<file path="src/ttrc_pkg.sv">
// ttrc_pkg: shared types and constants of the three-term recurrence checksum
package ttrc_pkg;

  localparam int unsigned DataW  = 8;
  localparam int unsigned TermW  = 16;
  localparam int unsigned CoefW  = 8;
  localparam int unsigned ProdAW = 25;
  localparam int unsigned ProdBW = 24;
  localparam int unsigned SumW   = 26;

  localparam logic [TermW-1:0] TermReset   = 16'd1;
  localparam logic [TermW-1:0] FirstOffset = 16'd7;
  localparam logic [TermW-1:0] Modulus     = 16'd65535;
  // multiple of the modulus above any older-term product, keeps the sum positive
  localparam logic [SumW-1:0]  FoldBias    = 26'd16776960;

  typedef struct packed {
    logic             first;
    logic             last;
    logic [DataW-1:0] data;
    logic [CoefW-1:0] alpha;
    logic [CoefW-1:0] beta;
  } cmd_t;

  localparam int unsigned CmdW = $bits(cmd_t);

endpackage

</file>
<file path="src/ttrc_fifo.sv">
// ttrc_fifo: small register queue used between the parts of the checksum core
module ttrc_fifo #(
  parameter int unsigned WIDTH = 8,
  parameter int unsigned DEPTH = 2
) (
  input  logic             clk,
  input  logic             rst,
  input  logic             wr_en,
  input  logic [WIDTH-1:0] wr_data,
  input  logic             rd_en,
  output logic [WIDTH-1:0] rd_data,
  output logic             full,
  output logic             empty
);

  localparam int unsigned AW = (DEPTH > 1) ? $clog2(DEPTH) : 1;
  localparam int unsigned CW = $clog2(DEPTH + 1);

  logic [WIDTH-1:0] mem [DEPTH];
  logic [AW-1:0]    wr_ptr;
  logic [AW-1:0]    rd_ptr;
  logic [CW-1:0]    count;
  logic             do_wr;
  logic             do_rd;

  assign full    = (count == CW'(DEPTH));
  assign empty   = (count == '0);
  assign do_wr   = wr_en && !full;
  assign do_rd   = rd_en && !empty;
  assign rd_data = mem[rd_ptr];

  always_ff @(posedge clk) begin
    if (do_wr) begin
      mem[wr_ptr] <= wr_data;
    end
  end

  always_ff @(posedge clk) begin
    if (rst) begin
      wr_ptr <= '0;
      rd_ptr <= '0;
      count  <= '0;
    end else begin
      if (do_wr) begin
        wr_ptr <= (wr_ptr == AW'(DEPTH - 1)) ? '0 : wr_ptr + AW'(1);
      end
      if (do_rd) begin
        rd_ptr <= (rd_ptr == AW'(DEPTH - 1)) ? '0 : rd_ptr + AW'(1);
      end
      if (do_wr && !do_rd) begin
        count <= count + CW'(1);
      end else if (do_rd && !do_wr) begin
        count <= count - CW'(1);
      end
    end
  end

endmodule

</file>
<file path="src/ttrc_front.sv">
// ttrc_front: byte intake, message position tracking and coefficient forming
module ttrc_front (
  input  logic                         clk,
  input  logic                         rst,
  input  logic                         in_push,
  input  logic [ttrc_pkg::DataW-1:0]   in_data,
  input  logic                         in_last,
  input  logic                         cmd_full,
  output logic                         cmd_push,
  output ttrc_pkg::cmd_t               cmd
);

  logic [7:0] position;
  logic [7:0] position_next;
  logic       in_message;
  logic       in_message_next;
  logic       take;

  assign take     = in_push && !cmd_full;
  assign cmd_push = take;

  // 17i and 31i mod 256 as shift-and-add
  always_comb begin
    cmd.first = !in_message;
    cmd.last  = in_last;
    cmd.data  = in_data;
    cmd.alpha = position + {position[3:0], 4'b0000};
    cmd.beta  = {position[2:0], 5'b00000} - position;
  end

  always_comb begin
    position_next   = position;
    in_message_next = in_message;
    if (take) begin
      if (in_last) begin
        position_next   = '0;
        in_message_next = 1'b0;
      end else if (!in_message) begin
        position_next   = 8'd1;
        in_message_next = 1'b1;
      end else begin
        position_next   = position + 8'd1;
      end
    end
  end

  always_ff @(posedge clk) begin
    if (rst) begin
      position   <= '0;
      in_message <= 1'b0;
    end else begin
      position   <= position_next;
      in_message <= in_message_next;
    end
  end

endmodule

</file>
<file path="src/ttrc_back.sv">
// ttrc_back: recurrence datapath with the modulo-65535 fold
module ttrc_back (
  input  logic                         clk,
  input  logic                         rst,
  input  ttrc_pkg::cmd_t               cmd,
  input  logic                         cmd_empty,
  output logic                         cmd_pop,
  input  logic                         res_full,
  output logic                         res_push,
  output logic [ttrc_pkg::TermW-1:0]   res_data
);

  logic [ttrc_pkg::TermW-1:0]  older_term;
  logic [ttrc_pkg::TermW-1:0]  newer_term;
  logic [ttrc_pkg::TermW-1:0]  term_new;
  logic [ttrc_pkg::TermW-1:0]  older_next;
  logic [ttrc_pkg::TermW-1:0]  newer_next;
  logic [8:0]                  coef_a;
  logic [ttrc_pkg::ProdAW-1:0] prod_a;
  logic [ttrc_pkg::ProdBW-1:0] prod_b;
  logic                        neg;
  logic [ttrc_pkg::SumW-1:0]   sum;
  logic [16:0]                 fold1;
  logic [16:0]                 fold2;

  // a non-final entry never needs result space
  assign cmd_pop = !cmd_empty && (!cmd.last || !res_full);

  always_comb begin
    coef_a = {1'b0, cmd.data} + {1'b0, cmd.alpha};
    prod_a = ttrc_pkg::ProdAW'(coef_a) * ttrc_pkg::ProdAW'(newer_term);
    prod_b = ttrc_pkg::ProdBW'(cmd.beta) * ttrc_pkg::ProdBW'(older_term);
    // a wrapped negative difference gains one
    neg    = (ttrc_pkg::ProdAW'(prod_b) > prod_a);
    sum    = ttrc_pkg::SumW'(prod_a) + (ttrc_pkg::FoldBias - ttrc_pkg::SumW'(prod_b))
             + ttrc_pkg::SumW'(neg);
    fold1  = {1'b0, sum[15:0]} + 17'(sum[25:16]);
    fold2  = (fold1 >= 17'(ttrc_pkg::Modulus)) ? fold1 - 17'(ttrc_pkg::Modulus) : fold1;
    if (cmd.first) begin
      term_new = ttrc_pkg::TermW'(cmd.data) + ttrc_pkg::FirstOffset;
    end else begin
      term_new = fold2[15:0];
    end
  end

  always_comb begin
    older_next = older_term;
    newer_next = newer_term;
    if (cmd_pop) begin
      if (cmd.last) begin
        older_next = ttrc_pkg::TermReset;
        newer_next = ttrc_pkg::TermReset;
      end else if (cmd.first) begin
        older_next = ttrc_pkg::TermReset;
        newer_next = term_new;
      end else begin
        older_next = newer_term;
        newer_next = term_new;
      end
    end
  end

  assign res_push = cmd_pop && cmd.last;
  assign res_data = term_new;

  always_ff @(posedge clk) begin
    if (rst) begin
      older_term <= ttrc_pkg::TermReset;
      newer_term <= ttrc_pkg::TermReset;
    end else begin
      older_term <= older_next;
      newer_term <= newer_next;
    end
  end

`ifndef SYNTHESIS
  a_res_in_range: assert property (@(posedge clk) disable iff (rst)
    res_push |-> (res_data != ttrc_pkg::Modulus))
    else $error("checksum outside 0..65534");

  a_terms_clear: assert property (@(posedge clk) disable iff (rst)
    res_push |=> (older_term == ttrc_pkg::TermReset) && (newer_term == ttrc_pkg::TermReset))
    else $error("terms not cleared after message end");

  a_no_pop_full: assert property (@(posedge clk) disable iff (rst)
    (res_full && !cmd_empty && cmd.last) |-> !cmd_pop)
    else $error("final entry taken with result queue full");

  a_first_older: assert property (@(posedge clk) disable iff (rst)
    (cmd_pop && cmd.first && !cmd.last) |=> (older_term == ttrc_pkg::TermReset))
    else $error("older term not set on first byte");
`endif

endmodule

</file>
<file path="src/three_term_recurrence_checksum_core.sv">
// three_term_recurrence_checksum_core: top level of the byte-stream checksum
//
//  channel   direction  transfer when    payload
//  -------   ---------  --------------   ---------------------
//  input     in         push && !full    data_byte[7:0], last
//  result    out        pop && !empty    checksum[15:0]
//
// one byte is taken per cycle while full is low; the back end turns one queued
// byte per cycle through two small multipliers and a combinational modulo-65535
// fold, holding back a final byte while the result queue is full; a checksum is
// written to the result queue when its final byte leaves the command queue,
// after any older queued bytes, and empty falls after that write
// synchronous reset clears both queues, the position count and the terms
// full rises only when the command queue fills, i.e. when results back up
module three_term_recurrence_checksum_core #(
  parameter int unsigned CMD_DEPTH = 4,
  parameter int unsigned RES_DEPTH = 2
) (
  input  logic        clk,
  input  logic        rst,
  input  logic        push,
  output logic        full,
  input  logic [7:0]  data_byte,
  input  logic        last,
  output logic        empty,
  input  logic        pop,
  output logic [15:0] checksum
);

  ttrc_pkg::cmd_t cmd_in;
  ttrc_pkg::cmd_t cmd_out;
  logic           cmd_push;
  logic           cmd_pop;
  logic           cmd_full;
  logic           cmd_empty;
  logic           res_push;
  logic           res_full;
  logic [15:0]    res_data;

  assign full = cmd_full;

  // front end: classifies each byte and forms its coefficients
  ttrc_front u_front (
    .clk      (clk),
    .rst      (rst),
    .in_push  (push),
    .in_data  (data_byte),
    .in_last  (last),
    .cmd_full (cmd_full),
    .cmd_push (cmd_push),
    .cmd      (cmd_in)
  );

  // decoupling queue between classification and recurrence
  ttrc_fifo #(
    .WIDTH (ttrc_pkg::CmdW),
    .DEPTH (CMD_DEPTH)
  ) u_cmd_q (
    .clk     (clk),
    .rst     (rst),
    .wr_en   (cmd_push),
    .wr_data (cmd_in),
    .rd_en   (cmd_pop),
    .rd_data (cmd_out),
    .full    (cmd_full),
    .empty   (cmd_empty)
  );

  // back end: recurrence over the two stored terms
  ttrc_back u_back (
    .clk       (clk),
    .rst       (rst),
    .cmd       (cmd_out),
    .cmd_empty (cmd_empty),
    .cmd_pop   (cmd_pop),
    .res_full  (res_full),
    .res_push  (res_push),
    .res_data  (res_data)
  );

  // result queue, presents the oldest checksum
  ttrc_fifo #(
    .WIDTH (ttrc_pkg::TermW),
    .DEPTH (RES_DEPTH)
  ) u_res_q (
    .clk     (clk),
    .rst     (rst),
    .wr_en   (res_push),
    .wr_data (res_data),
    .rd_en   (pop),
    .rd_data (checksum),
    .full    (res_full),
    .empty   (empty)
  );

endmodule

</file>
<file path="config.mk">
export PLATFORM = sky130hd
export DESIGN_NAME = three_term_recurrence_checksum_core
export DESIGN_NICKNAME = d
export VERILOG_FILES = /design/src/ttrc_pkg.sv /design/src/ttrc_fifo.sv /design/src/ttrc_front.sv /design/src/ttrc_back.sv /design/src/three_term_recurrence_checksum_core.sv
export SDC_FILE = /design/constraint.sdc
export NUM_CORES = 1
export LEC_CHECK = 0
export CORE_ASPECT_RATIO = 1.1
export CORE_MARGIN = 5
export CORE_UTILIZATION = 40
export CTS_BUF_LIST = sky130_fd_sc_hd__clkbuf_4
export DETAILED_ROUTE_END_ITERATION = 12
export DONT_BUFFER_PORTS = 1
export HOLD_SLACK_MARGIN = 0.05
export PLACE_DENSITY = 0.62
export SYNTH_ARGS = -nofsm -noshare
export SYNTH_HDL_FRONTEND = slang
export SYNTH_SLANG_ARGS = --single-unit
</file>
<file path="constraint.sdc">
create_clock -name clk -period 22.3 [get_ports clk]
set_clock_uncertainty 0.05 [all_clocks]
set_input_delay 2.23 -clock clk [delete_from_list [all_inputs] [get_ports clk]]
set_output_delay 2.23 -clock clk [all_outputs]
set_load 0.005 [all_outputs]
</file>
# Yosys cells after proc, flatten, opt, wreduce, memory -nomap -nowiden
# Memory sizes are Yosys's and may differ from the RTL's. A register that Yosys moved wholly into a read port is not among the register bits.
# Cells that the tools add are included.
# word_totals
register_bits,52
ramBits,136
wordCells,88
in_bits,13
n_memories,2
out_inout_bits,18
# classes
order_cmp,2
mul,2
n_mux,24
n_eq_ne,4
reduce_logical,26
n_addsub,18
# mem_list
name,depth,word_bits,rd,rd_ports_with_merged_regs,write_ports,line_no,text
u_cmd_q.mem,4,26,1,1,1,ttrc_fifo.sv:19,logic [WIDTH-1:0] mem [DEPTH];
u_res_q.mem,2,16,1,1,1,ttrc_fifo.sv:19,
# ops
operator,n
$mux W16,5
$add A25 B26 Y26,1
$add A26 B1 Y26,1
$gt A24 B25 Y1,1
$mul A9 B16 Y25,1
$sub A24 B24 Y25 const A,1
$mul A8 B16 Y24,1
$add A16 B10 Y17,1
$ge A17 B16 Y1 const B,1
$mux W8,2
$sub A16 B16 Y16 const B,1
$mux W2,6
$logic_and A1 B1 Y1,11
$logic_not A1 Y1,10
$add A8 B3 Y9 const B,1
$add A8 B8 Y9,1
$mux W1,9
$add A8 B1 Y8 const B,1
$add A8 B8 Y8,1
$sub A8 B8 Y8,1
$add A2 B1 Y2 const B,3
$eq A2 B2 Y1 const B,3
$mux W3,2
$reduce_bool A2 Y1,2
8 further kinds,9

# Logic depth before layout (Yosys ltp)
# Gate-level depths: netlist of the first run.
# depth
ltp_word,10
ltp_mapped,67
mapped_depth_nobuf,64

# Modules after synthesis
# From an unflattened synthesis of the first run, not the netlist that was laid out.
# unflattened
hier_cells,2022
hier_area_um2,19786.5
# modules_own_cells
module,area_per_inst_um2,instances,cells_each,seq_area_each_um2
ttrc_back,13324.0,1,1659,640.6
ttrc_fifo at u_cmd_q,4244.1,1,186,3303.2
ttrc_fifo at u_res_q,1371.3,1,75,1061.0
ttrc_front,847.1,1,102,180.2

# Worst setup path before layout of the first run
# Ideal clock, no wire load.
# synth_timing
kind,reg-to-reg
startpoint,register with a tool-made name
endpoint,memory u_res_q.mem[0][9] (netlist bit) (data pin)
n_path_buf,5
setup_time_ns,0.269
period_less_slack_ns,15.113
arrival_time_ns,14.794
stages_incl_launch_ff,63
slack_ns,7.187
path_cell_list,dfxtp_1 buf_4 buf_1 clkbuf_1 mux4_2 ha_1 a21o_1 a21oi_1 o21ai_0 a21oi_1 o21bai_1 a21oi_1 xnor2_1 clkbuf_1 nand2_1 fa_1 fa_1 inv_1 (+27 left out) o22a_1 a311o_1 a21o_1 maj3_2 a21o_1 a21o_1 xnor2_1 ha_1 or3_1 nor2_1 o21ai_0 or4_1 a221o_1 nor3_1 a31oi_4 nor4b_1 xor2_1 nor2_1
# synth_lines
item,line_no
end: declaration,ttrc_fifo.sv:19

==> impl_results.md, run 1 <==
* # DRC at 0
* Wire per inst at 18.4 um
* Gr ovfl total at 0
* CP Data Arrival Time at 16.76 ns
* Seq/Total Area, Yosys at 25.5%
* Worst setup SP type: flip-flop
* Slowest stage delay, CP at 0.96 ns
* Seq cells post-synth at 187
* Total wire length at 49100 um
* First-pass GRT wire length at 80000 um
* Fmax at 0.0608 GHz
* Die Y-Extent at 244 um
* Worst hold path type: reg -> reg
* Hold Path Cell Cnt at 2
* Top cell by count, worst path: fa_1
* Post-synthesis mux area share at 4.20%
* Placed cells at 2630
* Met3 WL at 2020 um
* Non-Filler Instances at 2663
* Tmin final at 16.43 ns
* Crit share post-route at 73.7%
* Largest net degree at the start of global routing at 44
* Max-Cap Viols at 0
* Worst-Skew Late Latency at 0.59 ns
* Area post-placement at 20400 um2
* Final setup TNS at 0 ns
* Syn Nets at 2417
* H-tree Lvls at 4
* Ports at 31
* Die W at 222 um
* Root Buffer: clkbuf_4
* # setup viols final at 0
* Vias in the first global route at 14800
* XOR/XNOR share of the synthesized area at 5.56%
* RSZ-0062 raised after global routing: no
* Cells after synthesis at 2049
* Post_cts resized at 0
* Die area at 54100 um2
* Status: finished, final reports clean
* Rows at 85
* Final Hold Viols at 0
* Area contributors post-synth: edfxtp_1 (20%), fa_1 (19%), ha_1 (10%)
* Fraction of registers with async set/reset at 0%
* Num CTS Buffers at 17
* Post-route antenna net violation count at 0
* Mean Syn Cell Area at 9.68 um2
* R2R cell count at 60
* Initial antenna violation count at 1
* M1 WL at 21400 um
* Compound-cell area share of the yosys netlist at 11.0%
* Pre-antenna DRT Iters at 7
* Critical Path Slowest Stage Cell: dfxtp_2
* Synth top cells by count: inv_1 (277), fa_1 (189), nand2_1 (188)
* Initial core utilization at 40.4%
* Slew Limit Fails at 0
* Area leader, netlist: edfxtp_1
* Main flop type after synthesis: edfxtp_1
* Post-synth top area share at 20.0%
* Synthesis-to-finish area growth at 4.64%
* Final GP Congestion at 0.940
* Via count at 14400
* Post-CTS Hold Buffers at 0
* Critical path required time at 22.62 ns
* Worst-path clk slew at 0.18 ns
* Post-DP HPWL at 38900 um
* Setup bufs post-CTS at 0
* DRT iter0 DRCs at 950
* Relative slew slack at 22.7%
* Post-synthesis simple-gate area fraction at 17.2%
* Main combinational cell family by area after synthesis: adder cells
* Worst-Margin Slew at 1.15 ns
* Highest routed layer: met4
* Core area at 49000 um2
* Worst-path fanout max at 26
* Clock Path Buffers at 2
* Most common cell in the netlist: inv_1
* Fraction of layout instances using a drive strength above 1 at 6.12%
* Final instance area at 20700 um2
* Synthesis warning total at 0
* Adder-Cell Fraction of Synth Area at 29.6%
* Port buffer count at 0
* Synth cell types at 91
* Total GRT Usage at 18.2%
* Kind of critical path: reg -> reg
* WL met2 at 24200 um
* Mapped Area at 19800 um2
* CP Capture Type: flip-flop
* Final nets at 2365
* Number of synthesized flops with an enable pin at 132
* TritonCTS clock tree: built
* Vias per cell at 5.39
* Sink Count at 187
[kinds of logic after synthesis]
kind of cell / Yosys count
xor+xnor: 125
fa+ha+maj: 356
flops: 187
compound gates: 312
mux: 51
simple gates: 658
buf+inv: 360
[state kept, by name, summed over array words and instances (netlist names), named ones only]
register            count
u_res_q.mem            32
u_cmd_q.wr_ptr          2
u_front.in_message      1
u_cmd_q.rd_ptr          2
u_res_q.wr_ptr          1
u_res_q.rd_ptr          1
u_cmd_q.count           3
u_res_q.count           2
u_back.older_term      16
u_cmd_q.mem           100
u_front.position        8
u_back.newer_term      16
[critical path: cells and delay by family (launching register included)]
kind	cells	cell delay [ns]
AOI/OAI and AO/OA	27	6.79
adders and majority gates	12	4.77
and+or+nand+nor	14	2.33
DFF	1	0.96
muxes	1	0.64
xor gates and xnor gates	2	0.41
buffers and inverters	4	0.27
[metrics by stage]
| stage | hold WS, ns | worst slack, ns | utilization (%) |
|---|---|---|---|
| finish | 0.458 | 5.87 | 42.3 |
| global route | 0.481 | 4.52 | 42.3 |
| CTS | 0.462 | 5.89 | 42.3 |
| detailed placement | 0.441 | 5.92 | 41.7 |
| global placement | 0.420 | 6.11 | 41.7 |
| floorplan | 0.397 | 7.19 | - |
[cells in the final DEF, fill, tap and decap left out, types with 25 or more instances in the layout]
cell,netlist,routed
inv_1,277,277
fa_1,189,189
nand2_1,188,188
ha_1,166,166
and2_1,153,153
edfxtp_1,132,132
nor2_1,114,114
a21oi_1,80,80
xnor2_1,80,77
dfxtp_1,55,54
o21ai_0,52,51
xor2_1,44,43
a21o_1,40,40
nor3_1,28,28
nand2b_1,25,25
[per-layer routing]
layer	up-vias	GRT usage, %
met5	-	0
met2	352	31.9
met4	0	4.86
met1	7126	24.1
met3	80	1.90
li1	6800	-
[area by class of cell]
| class | count | area, um2 |
|---|---|---|
| Clock inverter | 15 | 186 |
| Clock buffer | 17 | 128 |
| Timing Repair Buffer | 12 | 90.1 |
| Inverter | 277 | 1040 |
| Fill cell | 4719 | 28300 |
| Multi-Input combinational cell | 1502 | 13400 |
| Tap cell | 652 | 816 |
| Sequential cell | 187 | 5070 |
| Antenna cell | 1 | 2.50 |
[worst paths after layout]
path,from,endpoint,slack [ns]
worst min register to register,u_cmd_q.wr_ptr[1]$_SDFFE_PP0P_,u_cmd_q.wr_ptr[1]$_SDFFE_PP0P_,0.46
worst max register to register,flip-flop,u_res_q.mem[1][3]$_DFFE_PP_,5.87
worst min-delay path,u_cmd_q.wr_ptr[1]$_SDFFE_PP0P_,u_cmd_q.wr_ptr[1]$_SDFFE_PP0P_,0.46
worst max-delay path,flip-flop,u_res_q.mem[1][3]$_DFFE_PP_,5.87
Power of run 1 is left out: the tool's default activity adds up to more than one toggle a clock period on the data nets, which glitch-free logic cannot reach.
==> run 2, diff against run 1 <==
--- a/config.mk
+++ b/config.mk
@@ -12,7 +12,7 @@
 export DETAILED_ROUTE_END_ITERATION = 12
 export DONT_BUFFER_PORTS = 1
 export HOLD_SLACK_MARGIN = 0.05
-export PLACE_DENSITY = 0.62
+export PLACE_DENSITY = 0.64
 export SYNTH_ARGS = -nofsm -noshare
 export SYNTH_HDL_FRONTEND = slang
 export SYNTH_SLANG_ARGS = --single-unit
==> constraint.sdc (replaced) <==
create_clock -name clk -period 13.9 [get_ports clk]
set_clock_uncertainty 0.05 [all_clocks]
set_input_delay 1.39 -clock clk [delete_from_list [all_inputs] [get_ports clk]]
set_output_delay 1.39 -clock clk [all_outputs]
set_load 0.005 [all_outputs]
==> impl_results.md, run 2 (synthesized netlist as in run 1, its figures left out) <==
* Status: finished with violations
* Violated checks: setup timing
* Tmin final at 13.92 ns (-2.52 ns)
* R2R cell count at 59 (-1.7%)
* TritonCTS clock tree: built
* Sink Count at 187 (unchanged)
* M1 WL at 22100 um (+3.2%)
* Worst-Margin Slew at 1.12 ns (-0.0349 ns)
* Biggest regs: u_cmd_q.mem: 100 flops, u_res_q.mem: 32 flops
* Top cell by count, worst path: fa_1
* Initial antenna violation count at 3 (+2)
* Post-route antenna net violation count at 0 (unchanged)
* Largest net degree at the start of global routing at 44 (unchanged)
* H-tree Lvls at 4 (unchanged)
* Most common cell after layout, fill and taps aside: inv_1
* Final Hold Viols at 0 (unchanged)
* Initial core utilization at 40.4% (unchanged)
* CP Capture Type: flip-flop
* Ant diodes at 0 (-1)
* Post-CTS Hold Buffers at 0 (unchanged)
* Met3 WL at 2490 um (+23%)
* Final nets at 2481 (+4.9%)
* Slowest stage delay, CP at 0.56 ns (-0.40 ns)
* Crit share post-route at 100% (+26 points)
* Worst path bufs/invs at 8 (+4)
* Gr ovfl total at 0 (unchanged)
* Ports at 31 (unchanged)
* Worst setup SP type: flip-flop
* Final setup margin at -0.0182 ns (-5.88 ns)
* Min-delay src: u_cmd_q.count[2]$_SDFFE_PP0P_
* Num CTS Buffers at 17 (unchanged)
* RSZ-0062 raised after global routing: yes
* Total GRT Usage at 18.9% (+0.68 points)
* Biggest register: u_cmd_q.mem
* Area post-placement at 21200 um2 (+3.9%)
* Top delay family on crit path: compound AO/OA/AOI/OAI gates
* Pre-CTS WS at -0.482 ns (-6.40 ns)
* Synthesis-to-finish area growth at 12.4%
* Hold Path Cell Cnt at 2 (unchanged)
* Worst-path fanout max at 8 (-69%)
* Core area at 49000 um2 (unchanged)
* Critical path required time at 14.36 ns (-8.26 ns)
* Fmax at 0.0718 GHz (+18%)
* Slew Limit Fails at 0 (unchanged)
* Highest routed layer: met5
* Sink of the worst hold path: u_cmd_q.count[2]$_SDFFE_PP0P_
* Final GP Congestion at 0.925 (-1.6%)
* Worst-Skew Late Latency at 0.61 ns (+0.02 ns)
* Die area at 54100 um2 (unchanged)
* Rows at 85 (unchanged)
* Vias in the first global route at 15200 (+2.5%)
* Critical Path Slowest Stage Cell: mux4_2
* Clock Path Buffers at 2 (unchanged)
* Die Y-Extent at 244 um (unchanged)
* Kind of critical path: reg -> reg
* Relative slew slack at 25.2% (+2.6 points)
* WL met2 at 26300 um (+8.6%)
* First-pass GRT wire length at 82700 um (+3.4%)
* Port buffer count at 0 (unchanged)
* Wire per inst at 18.8 um (+2.3%)
* RR Endpoint: u_back.newer_term[5]$_SDFFE_PP0P_
* CP Data Arrival Time at 14.38 ns (-2.38 ns)
* Largest register FFs at 100 (unchanged)
* Vias per cell at 5.43 (+0.76%)
* Reg-to-reg slack, setup at -0.02 ns (-5.88 ns)
* Final instance area at 22300 um2 (+7.4%)
* Pre-antenna DRT Iters at 5 (-2)
* Max-Cap Viols at 0 (unchanged)
* # DRC at 0 (unchanged)
* Fraction of layout instances using a drive strength above 1 at 15.6% (+9.5 points)
* Via count at 15100 (+5.1%)
* # setup viols final at 1 (+1)
* Die W at 222 um (unchanged)
* Most frequent cells in the layout: inv_1 (272), nand2_1 (187), fa_1 (186)
* Worst hold path type: reg -> reg
* Root Buffer: clkbuf_4
* DRT iter0 DRCs at 958 (+0.84%)
* Worst-path clk slew at 0.17 ns (about the same)
* Post-DP HPWL at 41600 um (+6.9%)
* Total wire length at 52400 um (+6.7%)
## run 2: changes by cell type in the layout (fill, tap and decap cells not counted), sizes merged
cell	delta
bufinv	+1
buf	+116
diode	-1
clkinvlp	-1
## run 2: tightest hold or removal path, delay by kind of cell (launching register included)
kind           cells  cell delay (ns)
flip-flops         1             0.36
AO/OA/AOI/OAI      2             0.13
## run 2: per-layer routing
| metal | vias to the layer above | global-route usage, % |
|---|---|---|
| met2 | 399 | 33.3 |
| met1 | 7561 | 24.7 |
| met5 | - | 0 |
| met4 | 2 | 4.82 |
| li1 | 7045 | - |
| met3 | 85 | 2.42 |
## run 2: timing repair
action	CTS	global route
pin swaps	18	81
resized for setup	28	104
endpoints found under the hold margin	0	0
gates cloned	0	0
setup endpoints to repair	48	48
buffers inserted	6	11
## run 2: through the flow
step	setup TNS, ns	instances	util (%)	hold WS (ns)
4_1_cts	0	2767	44.3	0.468
2_1_floorplan	0	2049	-	0.397
5_1_grt	-20.20	2778	45.5	0.485
3_3_place_gp	-10.70	2729	43.3	0.419
3_5_place_dp	-17.53	2729	43.3	0.447
6_report	-0.0182	2778	45.5	0.464
## run 2: area by class of cell
class	count	area [um2]
multi-input cells	1502	14000
flip-flops and latches	187	5070
clock inverters	15	206
clock buffers	17	128
repair buffers	128	1030
inverters	277	1040
well taps	652	816
fillers	4597	26700
## run 2: how the worst max path moves through the flow
stage	start	endpoint	slack [ns]	cells past startpoint
2_1_floorplan	flip-flop	u_back.newer_term[5]$_SDFFE_PP0P_	0.01	62
3_3_place_gp	flip-flop	u_res_q.mem[0][1]$_DFFE_PP_	-0.31	61
3_5_place_dp	flip-flop	u_res_q.mem[1][1]$_DFFE_PP_	-0.48	59
4_1_cts	flip-flop	u_back.newer_term[5]$_SDFFE_PP0P_	0.0002	61
5_1_grt	flip-flop	u_res_q.mem[1][9]$_DFFE_PP_	-0.58	64
6_report	flip-flop	u_back.newer_term[5]$_SDFFE_PP0P_	-0.02	59
Power of run 2 is left out for the same reason.
==> run 3, diff against run 2 <==
--- a/config.mk
+++ b/config.mk
@@ -15,4 +15,5 @@
 export PLACE_DENSITY = 0.64
 export SYNTH_ARGS = -nofsm -noshare
 export SYNTH_HDL_FRONTEND = slang
+export SYNTH_HIERARCHICAL = 1
 export SYNTH_SLANG_ARGS = --single-unit
==> impl_results.md, run 3 <==
* Status: finished, final reports clean
* Gr ovfl total at 0 (unchanged)
* Biggest register: u_cmd_q/mem
* Worst-path clk slew at 0.16 ns (about the same)
* Worst-path fanout max at 7 (-1)
* Max-Cap Viols at 0 (unchanged)
* Critical path required time at 14.22 ns (-0.14 ns)
* Post-DP HPWL at 38100 um (-8.4%)
* # DRC at 0 (unchanged)
* Area post-placement at 21000 um2 (-1.2%)
* Synth cell types at 89 (-2.2%)
* TritonCTS clock tree: built
* Relative slew slack at 25.0% (-0.22 points)
* Number of synthesized flops with an enable pin at 136 (+3.0%)
* Vias in the first global route at 15300 (+0.44%)
* Fill count at 4651 (+1.2%)
* Rows at 85 (unchanged)
* Total GRT Usage at 17.6% (-1.3 points)
* Via count at 14800 (-1.7%)
* RSZ-0062 raised after global routing: yes
* Wire per inst at 18.0 um (-4.6%)
* Fmax at 0.0742 GHz (+3.3%)
* Ports at 31 (unchanged)
* CP Capture Type: flip-flop
* Area leader, netlist: edfxtp_1
* Clock Path Buffers at 2 (unchanged)
* Most common cell after layout, fill and taps aside: inv_1
* Syn Nets at 2390 (-1.1%)
* Most common cell in the netlist: inv_1
* Synthesis warning total at 6 (+6)
* Die W at 222 um (-0.10%)
* Pre-antenna DRT Iters at 5 (unchanged)
* Cells after synthesis at 2022 (-1.3%)
* Post-CTS Hold Buffers at 0 (unchanged)
* Final setup margin at 0.422 ns (+0.440 ns)
* Fraction of registers with async set/reset at 0% (unchanged)
* First-pass GRT wire length at 78100 um (-5.6%)
* Slowest stage delay, CP at 0.55 ns (about the same)
* Top cell by count, worst path: a21oi_2
* Largest register FFs at 104 (+4.0%)
* Vias per cell at 5.41 (-0.44%)
* Worst setup SP type: flip-flop
* Most frequent cells in the layout: inv_1 (264), fa_1 (182), nand2_1 (177)
* Final nets at 2445 (-1.5%)
* Final instance area at 22200 um2 (-0.21%)
* Num CTS Buffers at 17 (unchanged)
* Worst hold path type: reg -> reg
* Root Buffer: clkbuf_4
* CP Data Arrival Time at 13.80 ns (-0.58 ns)
* Pre-CTS WS at -0.317 ns (+0.165 ns)
* Initial antenna violation count at 2 (-1)
* Die Y-Extent at 243 um (-0.10%)
* Worst-Margin Slew at 1.12 ns (+0.00563 ns)
* Kind of critical path: reg -> reg
* Tmin final at 13.48 ns (-0.440 ns)
* Total wire length at 49300 um (-5.8%)
* H-tree Lvls at 4 (unchanged)
* Post-synth top area share at 20.6% (+0.65 points)
* Slew Limit Fails at 0 (unchanged)
* Final Hold Viols at 0 (unchanged)
* Initial core utilization at 40.4% (about the same)
* DRT iter0 DRCs at 876 (-8.6%)
* Biggest regs: u_cmd_q/mem: 104 flops, u_res_q/mem: 32 flops
* Final hold slack at 0.444 ns (-0.0196 ns)
* Final Util at 45.5% (about the same)
* # setup viols final at 0 (-1)
* Seq/Total Area, Yosys at 26.2% (+0.66 points)
* Synthesis-to-finish area growth at 12.4% (about the same)
* Synth top cells by count: inv_1 (273), fa_1 (189), nand2_1 (180)
* Critical Path Slowest Stage Cell: fa_1
* Mean Syn Cell Area at 9.79 um2 (+1.1%)
* Post-route antenna net violation count at 0 (unchanged)
* Seq cells post-synth at 191 (+2.1%)
* Port buffer count at 0 (unchanged)
* Worst-Skew Late Latency at 0.59 ns (-0.02 ns)
* Core area at 48900 um2 (-0.22%)
* Main flop type after synthesis: edfxtp_1
* Largest net degree at the start of global routing at 58 (+32%)
* Crit share post-route at 97.0% (-3.2 points)
* Sink Count at 191 (+2.1%)
* Fraction of layout instances using a drive strength above 1 at 16.2% (+0.60 points)
* Final GP Congestion at 0.936 (+1.1%)
* Mapped Area at 19800 um2 (-0.21%)
* Area contributors post-synth: edfxtp_1 (21%), fa_1 (19%), ha_1 (10%)
* Die area at 54000 um2 (-0.20%)
==> run 3: per-stage QoR <==
| stage | instances | setup TNS [ns] |
|---|---|---|
| after floorplan | 2022 | 0 |
| after detailed placement | 2686 | -9.33 |
| after CTS | 2718 | 0 |
| after global routing | 2743 | -3.38 |
| after global placement | 2686 | 0 |
| final | 2743 | 0 |
==> run 3: critical path, delay by kind of cell, from the launching register on <==
family / cells / cell delay (ns)
simple gates: 10 / 1.49
flops: 1 / 0.42
buf+inv: 10 / 1.10
fa+ha+maj: 11 / 4.07
xor+xnor: 2 / 0.44
mux: 3 / 0.87
compound gates: 27 / 4.79
==> run 3: repair_timing <==
| item | 4_1_cts | 5_1_grt |
|---|---|---|
| setup endpoints to repair | 48 | 48 |
| setup buffers | 0 | 21 |
| gates resized for setup | 14 | 143 |
| pin swaps | 1 | 121 |
| gates cloned | 0 | 3 |
==> run 3: kinds of logic after synthesis <==
group           share of synthesized area, %
fa+ha+maj                               29.7
buf+inv                                 7.44
mux                                     4.17
flops                                   26.2
compound gates                          10.4
xor+xnor                                5.67
simple gates                            16.5
==> run 3: worst paths after layout <==
check / from / slack [ns] / endpoint / depth (start not counted)
max: flip-flop / 0.42 / u_res_q/mem[0][1]$_DFFE_PP_ / 63
min: u_res_q/wr_ptr$_SDFFE_PP0P_ / 0.44 / u_res_q/wr_ptr$_SDFFE_PP0P_ / 2
max reg2reg: flip-flop / 0.42 / u_res_q/mem[0][1]$_DFFE_PP_ / 63
min reg2reg: u_res_q/wr_ptr$_SDFFE_PP0P_ / 0.44 / u_res_q/wr_ptr$_SDFFE_PP0P_ / 2
==> run 3: layout make-up <==
cell class | count | area [um2] | area share, %
multi-input cells | 1470 | 13900 | 62.4
flip-flops and latches | 191 | 5190 | 23.3
inverters | 274 | 1040 | 4.66
repair buffers | 123 | 1010 | 4.52
well taps | 652 | 816 | 3.67
clock inverters | 15 | 185 | 0.833
clock buffers | 17 | 128 | 0.574
diodes | 1 | 2.50 | 0.0113
==> run 3: routing by layer <==
| layer | vias to the layer above | global-route usage (%) | part of all wire [%] | wire (um) |
|---|---|---|---|---|
| li1 | 6915 | - | - | - |
| met1 | 7415 | 21.8 | 41 | 20500 |
| met2 | 405 | 31.5 | 51 | 25000 |
| met3 | 102 | 2.38 | 4.9 | 2410 |
| met4 | 0 | 5.86 | 3.0 | 1480 |
| met5 | - | 0 | 0 | 0 |
Power of run 3 is left out for the same reason.
